### config.mk
export PLATFORM = sky130hd
export DESIGN_NAME = keyframe_tangent_unit
export DESIGN_NICKNAME = d
export VERILOG_FILES = /design/src/kft_pkg.sv /design/src/kft_front.sv /design/src/kft_queue.sv /design/src/kft_back.sv /design/src/keyframe_tangent_unit.sv
export SDC_FILE = /design/constraint.sdc
export NUM_CORES = 2
export LEC_CHECK = 0
export BUFFER_PORTS_ARGS = -buffer_cell sky130_fd_sc_hd__buf_2
export CORE_MARGIN = 2
export CORE_UTILIZATION = 30
export CTS_BUF_LIST = sky130_fd_sc_hd__clkbuf_4 sky130_fd_sc_hd__clkbuf_8
export DETAILED_ROUTE_END_ITERATION = 8
export HOLD_SLACK_MARGIN = 0.12
export PLACE_DENSITY_LB_ADDON = 0.2
export SLEW_MARGIN = 5
export SYNTH_ARGS = -nofsm -noshare
export SYNTH_HDL_FRONTEND = slang
export SYNTH_SLANG_ARGS = --single-unit
### constraint.sdc
create_clock -name clock -period 24.1 [get_ports clock]
set_input_delay 0 -clock clock [delete_from_list [all_inputs] [get_ports clock]]
set_output_delay 0 -clock clock [all_outputs]
set_load 0.05 [all_outputs]
### src/kft_pkg.sv
// Shared types and constants of the keyframe tangent unit.
`timescale 1ns / 1ps
`default_nettype none
package kft_pkg;

   localparam logic [1:0] MODE_SMOOTH = 2'd0;
   localparam logic [1:0] MODE_LINEAR = 2'd1;
   localparam logic [1:0] MODE_CONST  = 2'd2;

   localparam logic [3:0] CODE_AUTO   = 4'd4;
   localparam logic [3:0] CODE_LINEAR = 4'd2;
   localparam logic [3:0] CODE_CONST  = 4'd3;

   localparam logic [31:0] TAN_INF = 32'h7FFF_FFFF;

   typedef struct packed {
      logic [31:0] older_time;
      logic [31:0] older_value;
      logic [31:0] newer_time;
      logic [31:0] newer_value;
      logic [31:0] cur_time;
      logic [31:0] cur_value;
      logic [1:0]  keys_seen;
      logic        last;
      logic [1:0]  mode;
   } task_type;

endpackage
`default_nettype wire

### src/kft_front.sv
// Front end: accepts keyframe words, keeps the key window and builds tasks.
`timescale 1ns / 1ps
`default_nettype none
module kft_front
   import kft_pkg::*;
(
   input  wire logic        clock,
   input  wire logic        reset,
   input  wire logic        csr_wen,
   input  wire logic [1:0]  csr_wdata,
   input  wire logic        req_tvalid,
   output logic             req_tready,
   input  wire logic [63:0] req_tdata,
   input  wire logic        req_tlast,
   input  wire logic        q_ready,
   output logic             q_push,
   output task_type         q_task
);

   logic [1:0]  mode_ff, mode_in;
   logic [31:0] older_time_ff, older_time_in, older_value_ff, older_value_in;
   logic [31:0] newer_time_ff, newer_time_in, newer_value_ff, newer_value_in;
   logic [1:0]  keys_seen_ff, keys_seen_in;

   always_comb begin
      req_tready = q_ready;
      q_push = req_tvalid && q_ready;
      q_task.older_time = older_time_ff;
      q_task.older_value = older_value_ff;
      q_task.newer_time = newer_time_ff;
      q_task.newer_value = newer_value_ff;
      q_task.cur_time = req_tdata[31:0];
      q_task.cur_value = req_tdata[63:32];
      q_task.keys_seen = keys_seen_ff;
      q_task.last = req_tlast;
      q_task.mode = mode_ff;

      mode_in = csr_wen ? csr_wdata : mode_ff;
      older_time_in = older_time_ff;
      older_value_in = older_value_ff;
      newer_time_in = newer_time_ff;
      newer_value_in = newer_value_ff;
      keys_seen_in = keys_seen_ff;
      if (q_push) begin
         older_time_in = newer_time_ff;
         older_value_in = newer_value_ff;
         newer_time_in = req_tdata[31:0];
         newer_value_in = req_tdata[63:32];
         if (req_tlast) begin
            keys_seen_in = 2'd0;
         end else if (keys_seen_ff != 2'd2) begin
            keys_seen_in = keys_seen_ff + 2'd1;
         end
      end
   end

   always_ff @(posedge clock) begin
      if (reset) begin
         mode_ff <= MODE_SMOOTH;
         older_time_ff <= '0;
         older_value_ff <= '0;
         newer_time_ff <= '0;
         newer_value_ff <= '0;
         keys_seen_ff <= '0;
      end else begin
         mode_ff <= mode_in;
         older_time_ff <= older_time_in;
         older_value_ff <= older_value_in;
         newer_time_ff <= newer_time_in;
         newer_value_ff <= newer_value_in;
         keys_seen_ff <= keys_seen_in;
      end
   end

endmodule
`default_nettype wire

### src/kft_queue.sv
// Two-entry task queue between the front end and the back end.
`timescale 1ns / 1ps
`default_nettype none
module kft_queue
   import kft_pkg::*;
(
   input  wire logic     clock,
   input  wire logic     reset,
   input  wire logic     push,
   input  wire task_type push_task,
   output logic          ready,
   output logic          valid,
   output task_type      head,
   input  wire logic     pop
);

   task_type   mem_ff [2];
   logic       wptr_ff, wptr_in, rptr_ff, rptr_in;
   logic [1:0] count_ff, count_in;

   always_comb begin
      ready = (count_ff != 2'd2);
      valid = (count_ff != 2'd0);
      head = mem_ff[rptr_ff];
      wptr_in = push ? ~wptr_ff : wptr_ff;
      rptr_in = pop ? ~rptr_ff : rptr_ff;
      count_in = count_ff + {1'b0, push} - {1'b0, pop};
   end

   always_ff @(posedge clock) begin
      if (push) begin
         mem_ff[wptr_ff] <= push_task;
      end
   end

   always_ff @(posedge clock) begin
      if (reset) begin
         wptr_ff <= 1'b0;
         rptr_ff <= 1'b0;
         count_ff <= '0;
      end else begin
         wptr_ff <= wptr_in;
         rptr_ff <= rptr_in;
         count_ff <= count_in;
      end
   end

endmodule
`default_nettype wire

### src/kft_back.sv
// Back end: tangent evaluation on a shared divider and the result register.
`timescale 1ns / 1ps
`default_nettype none
module kft_back
   import kft_pkg::*;
#(
   parameter int FRAC_BITS = 16
)
(
   input  wire logic        clock,
   input  wire logic        reset,
   input  wire logic        q_valid,
   input  wire task_type    q_head,
   output logic             q_pop,
   output logic             rsp_tvalid,
   input  wire logic        rsp_tready,
   output logic [63:0]      rsp_tdata,
   output logic [9:0]       rsp_tuser,
   output logic             rsp_tlast
);

   localparam int NW = ((36 + FRAC_BITS + 1) / 2) * 2;
   localparam int CW = $clog2(NW / 2 + 1);
   localparam logic [52:0] LIM1 = 53'd1 << FRAC_BITS;
   localparam logic [52:0] LIM4 = 53'd4 << FRAC_BITS;

   typedef enum logic [2:0] {
      S_IDLE, S_DIFF, S_FLAGS, S_PLAN, S_DIV, S_FIX, S_EMIT
   } state_type;

   function automatic logic [33:0] mag34(input logic [33:0] v);
      return v[33] ? (~v + 34'd1) : v;
   endfunction

   function automatic logic tiny(input logic [33:0] m, input logic [52:0] lim);
      return ({19'd0, m} * 53'd100000) < lim;
   endfunction

   state_type         state_ff, state_in;
   logic              job_ff, job_in, step_ff, step_in;
   logic              hp_ff, hp_in, hn_ff, hn_in, lastj_ff, lastj_in;
   logic [32:0]       dx1_ff, dx1_in, dy1_ff, dy1_in, dx2_ff, dx2_in, dy2_ff, dy2_in;
   logic [33:0]       dx_ff, dx_in, dy_ff, dy_in;
   logic              tdx1_ff, tdx1_in, tdx2_ff, tdx2_in, tdx_ff, tdx_in;
   logic              tdy4_ff, tdy4_in;
   logic [34:0]       rem_ff, rem_in;
   logic [NW-1:0]     quo_ff, quo_in;
   logic [33:0]       den_ff, den_in;
   logic              neg_ff, neg_in;
   logic [CW-1:0]     cnt_ff, cnt_in;
   logic [31:0]       tin_ff, tin_in, tout_ff, tout_in;
   logic              ov_ff, ov_in;
   logic [63:0]       od_ff, od_in;
   logic [9:0]        ou_ff, ou_in;
   logic              ol_ff, ol_in;

   logic [31:0] pt, pv, kt, kv, nt, nv;
   logic        is_lin, is_const, go_div, smooth_ok, neg1, neg2, nz1, nz2;
   logic [35:0] num, num_mag, a1x4, adyx3;
   logic [33:0] den, ady;
   logic [34:0] r0, r1;
   logic [NW-1:0] q0;
   logic [31:0] sat;
   logic [3:0]  code;
   logic        out_free;

   always_comb begin
      is_lin = (q_head.mode == MODE_LINEAR);
      is_const = (q_head.mode == MODE_CONST);
      code = is_const ? CODE_CONST : (is_lin ? CODE_LINEAR : CODE_AUTO);
      out_free = !ov_ff || rsp_tready;

      if (!job_ff) begin
         pt = q_head.older_time;  pv = q_head.older_value;
         kt = q_head.newer_time;  kv = q_head.newer_value;
         nt = q_head.cur_time;    nv = q_head.cur_value;
      end else begin
         pt = q_head.newer_time;  pv = q_head.newer_value;
         kt = q_head.cur_time;    kv = q_head.cur_value;
         nt = '0;                 nv = '0;
      end

      nz1 = !tdx1_ff && (dy1_ff != '0);
      nz2 = !tdx2_ff && (dy2_ff != '0);
      neg1 = dy1_ff[32] ^ dx1_ff[32];
      neg2 = dy2_ff[32] ^ dx2_ff[32];
      smooth_ok = hp_ff && hn_ff && nz1 && nz2 && (neg1 == neg2);
      ady = mag34(dy_ff);
      a1x4 = {1'b0, mag34({dy1_ff[32], dy1_ff}), 1'b0} << 1;
      adyx3 = {2'b00, ady} + {1'b0, ady, 1'b0};

      go_div = 1'b0;
      num = '0;
      den = dx_ff;
      if (is_lin) begin
         if (!step_ff) begin
            go_div = hp_ff && !tdx1_ff;
            num = {{3{dy1_ff[32]}}, dy1_ff};
            den = {dx1_ff[32], dx1_ff};
         end else begin
            go_div = hn_ff && !tdx2_ff;
            num = {{3{dy2_ff[32]}}, dy2_ff};
            den = {dx2_ff[32], dx2_ff};
         end
      end else if (smooth_ok && !tdx_ff) begin
         priority if (a1x4 >= adyx3) begin
            go_div = 1'b1;
            num = tdy4_ff ? {{2{dy_ff[33]}}, dy_ff} : {dy2_ff[32], dy2_ff, 2'b00};
         end else if (a1x4 < {2'b00, ady}) begin
            go_div = !tdy4_ff;
            num = {dy1_ff[32], dy1_ff, 2'b00};
         end else begin
            go_div = 1'b1;
            num = {{2{dy_ff[33]}}, dy_ff};
         end
      end
      num_mag = num[35] ? (~num + 36'd1) : num;

      r0 = {rem_ff[33:0], quo_ff[NW-1]};
      q0 = quo_ff << 1;
      if (r0 >= {1'b0, den_ff}) begin
         r0 = r0 - {1'b0, den_ff};
         q0[0] = 1'b1;
      end
      r1 = {r0[33:0], q0[NW-1]};
      q0 = q0 << 1;
      if (r1 >= {1'b0, den_ff}) begin
         r1 = r1 - {1'b0, den_ff};
         q0[0] = 1'b1;
      end

      if (neg_ff) begin
         sat = (quo_ff > NW'(33'h0_8000_0000)) ? 32'h8000_0000 : (~quo_ff[31:0] + 32'd1);
      end else begin
         sat = (quo_ff > NW'(32'h7FFF_FFFF)) ? TAN_INF : quo_ff[31:0];
      end
   end

   always_comb begin
      state_in = state_ff;
      job_in = job_ff;   step_in = step_ff;
      hp_in = hp_ff;     hn_in = hn_ff;     lastj_in = lastj_ff;
      dx1_in = dx1_ff;   dy1_in = dy1_ff;   dx2_in = dx2_ff;   dy2_in = dy2_ff;
      dx_in = dx_ff;     dy_in = dy_ff;
      tdx1_in = tdx1_ff; tdx2_in = tdx2_ff; tdx_in = tdx_ff;   tdy4_in = tdy4_ff;
      rem_in = rem_ff;   quo_in = quo_ff;   den_in = den_ff;   neg_in = neg_ff;
      cnt_in = cnt_ff;   tin_in = tin_ff;   tout_in = tout_ff;
      ov_in = ov_ff && !rsp_tready;
      od_in = od_ff;     ou_in = ou_ff;     ol_in = ol_ff;
      q_pop = 1'b0;

      unique case (state_ff)
         S_IDLE: begin
            if (q_valid) begin
               if (q_head.keys_seen != 2'd0) begin
                  job_in = 1'b0;
                  state_in = S_DIFF;
               end else if (q_head.last) begin
                  job_in = 1'b1;
                  state_in = S_DIFF;
               end else begin
                  q_pop = 1'b1;
               end
            end
         end
         S_DIFF: begin
            dx1_in = {kt[31], kt} - {pt[31], pt};
            dy1_in = {kv[31], kv} - {pv[31], pv};
            dx2_in = {nt[31], nt} - {kt[31], kt};
            dy2_in = {nv[31], nv} - {kv[31], kv};
            hp_in = job_ff ? (q_head.keys_seen != 2'd0) : (q_head.keys_seen == 2'd2);
            hn_in = !job_ff;
            lastj_in = job_ff;
            state_in = S_FLAGS;
         end
         S_FLAGS: begin
            dx_in = {dx1_ff[32], dx1_ff} + {dx2_ff[32], dx2_ff};
            dy_in = {dy1_ff[32], dy1_ff} + {dy2_ff[32], dy2_ff};
            tdx1_in = tiny(mag34({dx1_ff[32], dx1_ff}), LIM1);
            tdx2_in = tiny(mag34({dx2_ff[32], dx2_ff}), LIM1);
            tdx_in = tiny(mag34({dx1_ff[32], dx1_ff} + {dx2_ff[32], dx2_ff}), LIM1);
            tdy4_in = tiny(mag34({dy1_ff[32], dy1_ff} + {dy2_ff[32], dy2_ff}), LIM4);
            step_in = 1'b0;
            tin_in = '0;
            tout_in = '0;
            state_in = S_PLAN;
         end
         S_PLAN: begin
            if (is_const) begin
               tin_in = TAN_INF;
               tout_in = TAN_INF;
               state_in = S_EMIT;
            end else if (go_div) begin
               quo_in = NW'(num_mag) << FRAC_BITS;
               rem_in = '0;
               den_in = mag34(den);
               neg_in = num[35] ^ den[33];
               cnt_in = CW'(NW / 2);
               state_in = S_DIV;
            end else if (is_lin && !step_ff) begin
               step_in = 1'b1;
            end else begin
               state_in = S_EMIT;
            end
         end
         S_DIV: begin
            rem_in = r1;
            quo_in = q0;
            cnt_in = cnt_ff - CW'(1);
            if (cnt_ff == CW'(1)) begin
               state_in = S_FIX;
            end
         end
         S_FIX: begin
            if (is_lin && !step_ff) begin
               tin_in = sat;
               step_in = 1'b1;
               state_in = S_PLAN;
            end else if (is_lin) begin
               tout_in = sat;
               state_in = S_EMIT;
            end else begin
               tin_in = sat;
               tout_in = sat;
               state_in = S_EMIT;
            end
         end
         S_EMIT: begin
            if (out_free) begin
               ov_in = 1'b1;
               od_in = {tout_ff, tin_ff};
               ou_in = {code, code, 1'b1, is_const};
               ol_in = lastj_ff;
               if (!job_ff && q_head.last) begin
                  job_in = 1'b1;
                  state_in = S_DIFF;
               end else begin
                  q_pop = 1'b1;
                  state_in = S_IDLE;
               end
            end
         end
         default: state_in = S_IDLE;
      endcase
   end

   always_ff @(posedge clock) begin
      if (reset) begin
         state_ff <= S_IDLE;
         job_ff <= 1'b0;
         step_ff <= 1'b0;
         ov_ff <= 1'b0;
      end else begin
         state_ff <= state_in;
         job_ff <= job_in;
         step_ff <= step_in;
         ov_ff <= ov_in;
      end
      hp_ff <= hp_in;     hn_ff <= hn_in;     lastj_ff <= lastj_in;
      dx1_ff <= dx1_in;   dy1_ff <= dy1_in;   dx2_ff <= dx2_in;   dy2_ff <= dy2_in;
      dx_ff <= dx_in;     dy_ff <= dy_in;
      tdx1_ff <= tdx1_in; tdx2_ff <= tdx2_in; tdx_ff <= tdx_in;   tdy4_ff <= tdy4_in;
      rem_ff <= rem_in;   quo_ff <= quo_in;   den_ff <= den_in;   neg_ff <= neg_in;
      cnt_ff <= cnt_in;   tin_ff <= tin_in;   tout_ff <= tout_in;
      od_ff <= od_in;     ou_ff <= ou_in;     ol_ff <= ol_in;
   end

   assign rsp_tvalid = ov_ff;
   assign rsp_tdata = od_ff;
   assign rsp_tuser = ou_ff;
   assign rsp_tlast = ol_ff;

endmodule
`default_nettype wire

### src/keyframe_tangent_unit.sv
// Top level of the keyframe tangent unit.
`timescale 1ns / 1ps
`default_nettype none
// Keyframes enter in curve order; a key's tangents leave once the next key has
// arrived, and the final key of a curve (tlast) releases both pending results.
// A two-entry queue lets the front take keys while the back end works. Each
// quotient runs on one shared restoring divider that retires two bits a cycle.
// A result passes through the setup states (differences, flags, plan), the
// division and fix-up states, and the output state; smooth mode needs at most
// one division, linear mode up to two and constant mode none. A key that
// releases no result is popped from the queue. A final key that follows other
// keys of its curve yields two results.
module keyframe_tangent_unit
   import kft_pkg::*;
#(
   parameter int FRAC_BITS = 16
)
(
   input  wire logic        clock,
   input  wire logic        reset,
   input  wire logic        csr_wen,
   input  wire logic [1:0]  csr_wdata,   // interp_mode
   input  wire logic        req_tvalid,
   output logic             req_tready,
   input  wire logic [63:0] req_tdata,   // key_time, key_value
   input  wire logic        req_tlast,
   output logic             rsp_tvalid,
   input  wire logic        rsp_tready,
   output logic [63:0]      rsp_tdata,   // tan_left, tan_right
   output logic [9:0]       rsp_tuser,   // tangent_infinite, mode_word
   output logic             rsp_tlast
);

   task_type push_task, head;
   logic     q_push, q_ready, q_valid, q_pop;

   kft_front u_front (
      .clock(clock), .reset(reset), .csr_wen(csr_wen), .csr_wdata(csr_wdata),
      .req_tvalid(req_tvalid), .req_tready(req_tready), .req_tdata(req_tdata),
      .req_tlast(req_tlast), .q_ready(q_ready), .q_push(q_push), .q_task(push_task)
   );

   kft_queue u_queue (
      .clock(clock), .reset(reset), .push(q_push), .push_task(push_task),
      .ready(q_ready), .valid(q_valid), .head(head), .pop(q_pop)
   );

   kft_back #(.FRAC_BITS(FRAC_BITS)) u_back (
      .clock(clock), .reset(reset), .q_valid(q_valid), .q_head(head), .q_pop(q_pop),
      .rsp_tvalid(rsp_tvalid), .rsp_tready(rsp_tready), .rsp_tdata(rsp_tdata),
      .rsp_tuser(rsp_tuser), .rsp_tlast(rsp_tlast)
   );

   a_const_inf: assert property (@(posedge clock) disable iff (reset)
      rsp_tvalid && rsp_tuser[0] |-> rsp_tdata == 64'h7FFF_FFFF_7FFF_FFFF)
      else $error("infinite tangent word carries finite tangents");

   a_modes_match: assert property (@(posedge clock) disable iff (reset)
      rsp_tvalid |-> rsp_tuser[1] && rsp_tuser[5:2] == rsp_tuser[9:6])
      else $error("left and right tangent modes differ");

   a_queue_fill: assert property (@(posedge clock) disable iff (reset)
      req_tvalid && req_tready |=> q_valid)
      else $error("accepted key did not reach the task queue");

   a_no_pop_empty: assert property (@(posedge clock) disable iff (reset)
      q_pop |-> q_valid)
      else $error("task queue popped while empty");

endmodule
`default_nettype wire

Yosys cells after proc, flatten, opt, wreduce, memory -nomap -nowiden --
Memory sizes are Yosys's and may differ from the RTL's. A register that Yosys moved wholly into a read port is not among the register bits. Cells that the tools add are included.
Word-level totals: register bits after elaboration 613, memories kept 1, memory bits (writable) 394, input port bits 72, logic and storage cells 241
Cells by class: equal/unequal tests 25, muxes and demuxes 87, multiply operators 4, bitwise gates (word level) 15, add/sub/neg operators 22, reductions and logical operators 40, $lt $le $gt $ge 10
Memory list:
- u_queue.mem_ff | words 2, bits a word 197, rd ports 1, clocked after Yosys merged registers in 1, write ports 1, RTL line kft_queue.sv:17 | task_type mem_ff [2];
Operators with widths (number):
- $mux 32 | 13
- $mux 34 | 12
- $mux 36 | 7
- $add 34x1->34 const B | 7
- $not 34->34 | 7
- $pmux 32 s3 | 2
- $mul 34x12->46 const B | 4
- $lt 51x17->1 const B | 3
- $sub 32x32->33 | 4
- $mux 52 | 2
- $pmux 52 s2 | 1
- $ge 35x34->1 | 2
- $add 33x33->34 | 2
- $pmux 34 s2 | 1
- $sub 34x34->34 | 2
- $reduce_bool 33->1 | 2
- $gt 52x31->1 const B | 1
- $gt 52x32->1 const B | 1
- $lt 51x19->1 const B | 1
- $add 34x35->36 | 1
- $add 36x1->36 const B | 1
- $ge 36x36->1 | 1
- $lt 36x34->1 | 1
- $not 36->36 | 1
- other kinds (39) | 124

Depth between registers and ports, before layout --
word-level depth 14, mapped depth 40, gate-level depth less buffers 39

Cells and area by module --
A second synthesis with hierarchy kept.
Second synthesis, totals: cells, all modules 8856, area total of the unflattened synthesis 89241.8 um^2
Modules (own cells, without submodules):
- kft_back | cells an instance 7582, seq. area each 14083.5 um^2, area an instance 69228.9 um^2, times used 1
- kft_queue | cells an instance 634, seq. area each 11931.4 um^2, area an instance 14964.4 um^2, times used 1
- kft_front | cells an instance 640, seq. area each 2642.5 um^2, area an instance 5048.6 um^2, times used 1

Least setup slack after synthesis --
OpenSTA, ideal clock, no wires.
kind register to register, from register u_back.state_ff[2], to register u_back.dx1_ff[0], enable pin, data required time 23.278 ns, setup time 0.822 ns, path buffers 3, arrival time 10.584 ns, path slack 12.693 ns, stages on the path, launching flop included 5, period minus slack after synthesis 11.407 ns, path through dfxtp_1 clkbuf_1 clkbuf_1 clkbuf_1 nor3b_1
On the way: longest elaborated chain between the ends 1
RTL lines:
- from (decl) | RTL line kft_back.sv:39 | state_type state_ff, state_in;
- from (signal assigned) | RTL line kft_back.sv:254 | state_ff <= state_in;
- $eq 3x1->1 | RTL line kft_back.sv:152 | unique case (state_ff)
- to (signal assigned) | RTL line kft_back.sv:260 | dx1_ff <= dx1_in; dy1_ff <= dy1_in; dx2_ff <= dx2_in; dy2_ff <= dy2_in;
- to (decl) | RTL line kft_back.sv:42 | logic [32:0] dx1_ff, dx1_in, dy1_ff, dy1_in, dx2_ff, dx2_in, dy2_ff, dy2_in;
Every way passes these cells. A chain may end at the register's enable or synchronous reset.

Final worst setup path --
from register u_back.dx1_ff[4], to register u_back.tdx1_ff (data pin)
On the way: longest elaborated chain between the ends 5
RTL lines:
- $not 34->34 | RTL line kft_back.sv:32 | return v[33] ? (~v + 34'd1) : v;
- $add 34x1->34 | RTL line kft_back.sv:32
- $mux 34 (*) | RTL line kft_back.sv:32
- $mul 34x12->46 (*) | RTL line kft_back.sv:36 | return ({19'd0, m} * 53'd100000) < lim;
- $lt 51x17->1 (*) | RTL line kft_back.sv:36
- to (signal assigned) | RTL line kft_back.sv:262 | tdx1_ff <= tdx1_in; tdx2_ff <= tdx2_in; tdx_ff <= tdx_in; tdy4_ff <= tdy4_in;
- to (decl) | RTL line kft_back.sv:44 | logic tdx1_ff, tdx1_in, tdx2_ff, tdx2_in, tdx_ff, tdx_in;
Mark *: on every way between the ends. The rest lies on a longest branch, timed or not.

==> run_results.csv <==
group,metric,value,unit
yosys,synth.area.mux_share,3.68,%
worst_setup_path,regToRegSetupSlack,13.23,ns
yosys,synth_top_family_by_area,"adder cells",
yosys,ys_warn_count,0,
place,place.gp.congestion,0.915,
sta,worst_pin_slew,1.18,ns
yosys,synth-simple-area-share,12.1,%
route,via_per_inst,4.96,
yosys,synth_cell_types,95,
floorplanning,coreArea,290000,µm²
yosys,synth_ff_type,"edfxtp_1",
worst_hold_path,hold_class,"input pin to flip-flop",
sta,finClkSkew,0.134,ns
clock_tree,cts_setup_buffers,0,
run,maxCapViolations,0,
route,routedWlPerCell,19.0,µm
yosys,syn_avg_cell_area,9.80,µm²
route,wl,252,mm
floorplanning,die_h,543,µm
global_route,grt_pass1_vias,65398,
clock_tree,path_clk_slew,0.06,ns
yosys,async_flop_share,0,%
route,drtIter0Drc,4625,
clock_tree,clockBufferDepth,4,
place,numPortBuffers,145,
sta,drv_slew,0,
worst_setup_path,regToRegEndpoint,"u_back.tdx1_ff",
global_route,grt_pass1_wl,389,mm
floorplanning,die_width,543,µm
worst_setup_path,cp_data_arrival_time,11.50,ns
global_route,antenna_found_initial,11,
sta,relSlewSlack,19.3,%
status,status,"finished clean",
yosys,ys_seq_area_share,32.8,%
floorplanning,num_rows,198,
finish,fin_cells,13269,
sta,rsz0062_at_grt,"false",
clock_tree,clk_latency,0.99,ns
yosys,synth-xor-area-share,6.05,%
clock_tree,cts_tree,"done",
worst_setup_path,critical-path-max-stage-delay,0.75,ns
yosys,synth_edf_count,859,
yosys,yosysTopAreaCellShare,29.5,%
global_route,grt_max_degree,136,
clock_tree,clock-sinks,1002,
yosys,yosysTopAreaCell,"edfxtp_1",
sta,final.min_clock_period,10.87,ns
route,drt_pass1_iterations,6,
finish,layout_commonest_cell,"ha_1",
yosys,synthAdderAreaFrac,25.5,%
yosys,ys_ff_latch,1002,
worst_setup_path,startpoint,"u_back.dx1_ff[4]",
sta,setup_tns,0,ns
floorplanning,start_util,30.1,%
place,dp_hpwl,200,mm
route,drt_drc_violations_left,0,
worst_setup_path,startpoint_type,"flip-flop",
yosys,synth.area.top_cells,"edfxtp_1 30%, ha_1 15%, fa_1 10%",
yosys,synth_area,87300,µm²
worst_setup_path,r2r_start,"u_back.dx1_ff[4]",
global_route,grt_overflow,0,
worst_setup_path,cp-end-kind,"flip-flop",
worst_setup_path,required,24.73,ns
worst_setup_path,critPathSlowestCell,"or4b_2",
sta,setup-violations-final,0,
finish,fin_nets,10789,
sta,max_freq,0.0920,GHz
sta,min_period_over_period,45.1,%
clock_tree,clockRootBuffer,"clkbuf_8",
place,dp.cells,12774,
global_route,grt_usage,16.8,%
yosys,synthCells,8906,
worst_setup_path,worstSetupPathType,"flip-flop to flip-flop",
yosys,synth_compound_area_share,14.2,%
sta,hold_viol_final,0,
worst_setup_path,r2r_cells,30,
sta,holdWs,0.245,ns
worst_setup_path,crit_path_end,"u_back.tdx1_ff",
floorplanning,ios,149,
finish,layout_common_cells,"1064 x ha_1, 1045 x inv_1, 859 x edfxtp_1, 683 x nand2_1, 671 x a21oi_1",
finish,area_growth,12.4,%
clock_tree,h-tree-depth,4,
route,ant_nets,0,
worst_setup_path,worstPathMaxFanout,8,
route,num_vias,65786,
finish,drive_above_1_share,7.75,%
clock_tree,numCtsBuffers,190,
floorplanning,die-area,295000,µm²
==> sequential cells by signal, indices dropped and copies added, names as in the netlist, 34 cells and up, named ones only <==
name	flops
u_back.dx_ff	34
u_back.den_ff	34
u_back.rsp_tdata	64
u_back.dy_ff	34
u_back.rem_ff	34
u_queue.mem_ff	394
u_back.quo_ff	52
==> final cells by class <==
type,instances,area [µm²]
diodes,6,15.0
clock buffers,272,3320
clock inverters,75,734
fillers,29821,192000
inverters,1047,3930
multi-input cells,6612,53800
flip-flops and latches,1002,28700
well taps,3900,4880
repair buffers,355,2700
==> Yosys cell counts (178+ instances only) <==
library cell     n
nor2_1         568
clkbuf_1       202
inv_1         1045
ha_1          1064
a21o_1         192
edfxtp_1       859
nand2_1        685
xnor2_1        425
xor2_1         178
o21ai_0        467
a21oi_1        672
fa_1           445
mux2i_1        220
==> critical path, delay by kind of cell (launching register included) <==
| kind | cells | cell delay (ns) |
|---|---|---|
| AOI/OAI and AO/OA | 8 | 1.90 |
| adders and majority gates | 6 | 2.40 |
| buffers and inverters | 3 | 0.28 |
| DFF | 1 | 0.54 |
| and+or+nand+nor | 13 | 5.44 |
==> routing by layer <==
layer	share of wire, %	up-vias	routed length (µm)	GRT usage (%)
li1	-	32205	-	-
met1	50	31953	126000	25.0
met2	43	1394	109000	25.9
met3	4.9	230	12400	2.15
met4	1.5	4	3800	3.04
met5	0.011	-	27	0
==> what timing repair did <==
item | 4_1_cts | 5_1_grt
endpoints found under the hold margin | 323 | 0
hold buffers | 142 | 0
gates resized for setup | 0 | 0
==> per-stage QoR <==
step	cell area, µm²	setup WS [ns]	util, %
floorplan	87300	12.69	-
global placement	92600	13.20	31.9
detailed placement	92600	13.19	31.9
CTS	98100	13.15	33.8
global route	98100	12.47	33.8
finish	98100	13.23	33.8
==> worst min-delay path by stage <==
stage             startpoint                        to  depth (start not counted)
2_1_floorplan  req_tdata[37]     u_queue.mem_ff[0][10]                          0
3_3_place_gp    req_tdata[6]     u_queue.mem_ff[1][43]                          1
3_5_place_dp   req_tdata[22]     u_queue.mem_ff[1][59]                          1
4_1_cts                reset  u_front.older_time_ff[2]                          3
5_1_grt                reset  u_front.older_time_ff[3]                          3
6_report               reset  u_front.older_time_ff[9]                          3
==> cell families (layout without fill, tap and decap cells) <==
logic type,count (synthesis),in the layout
AO/OA/AOI/OAI,1997,1997
XOR/XNOR,603,603
adder cells (fa/ha/maj),1509,1509
buffers and inverters,1302,1749
flip-flops,1002,1002
multiplexers,310,310
other,2,18
AND/OR/NAND/NOR,2181,2181
Power is not shown: default switching activity piles up to over one toggle a cycle in this logic, so the estimate is an artifact.
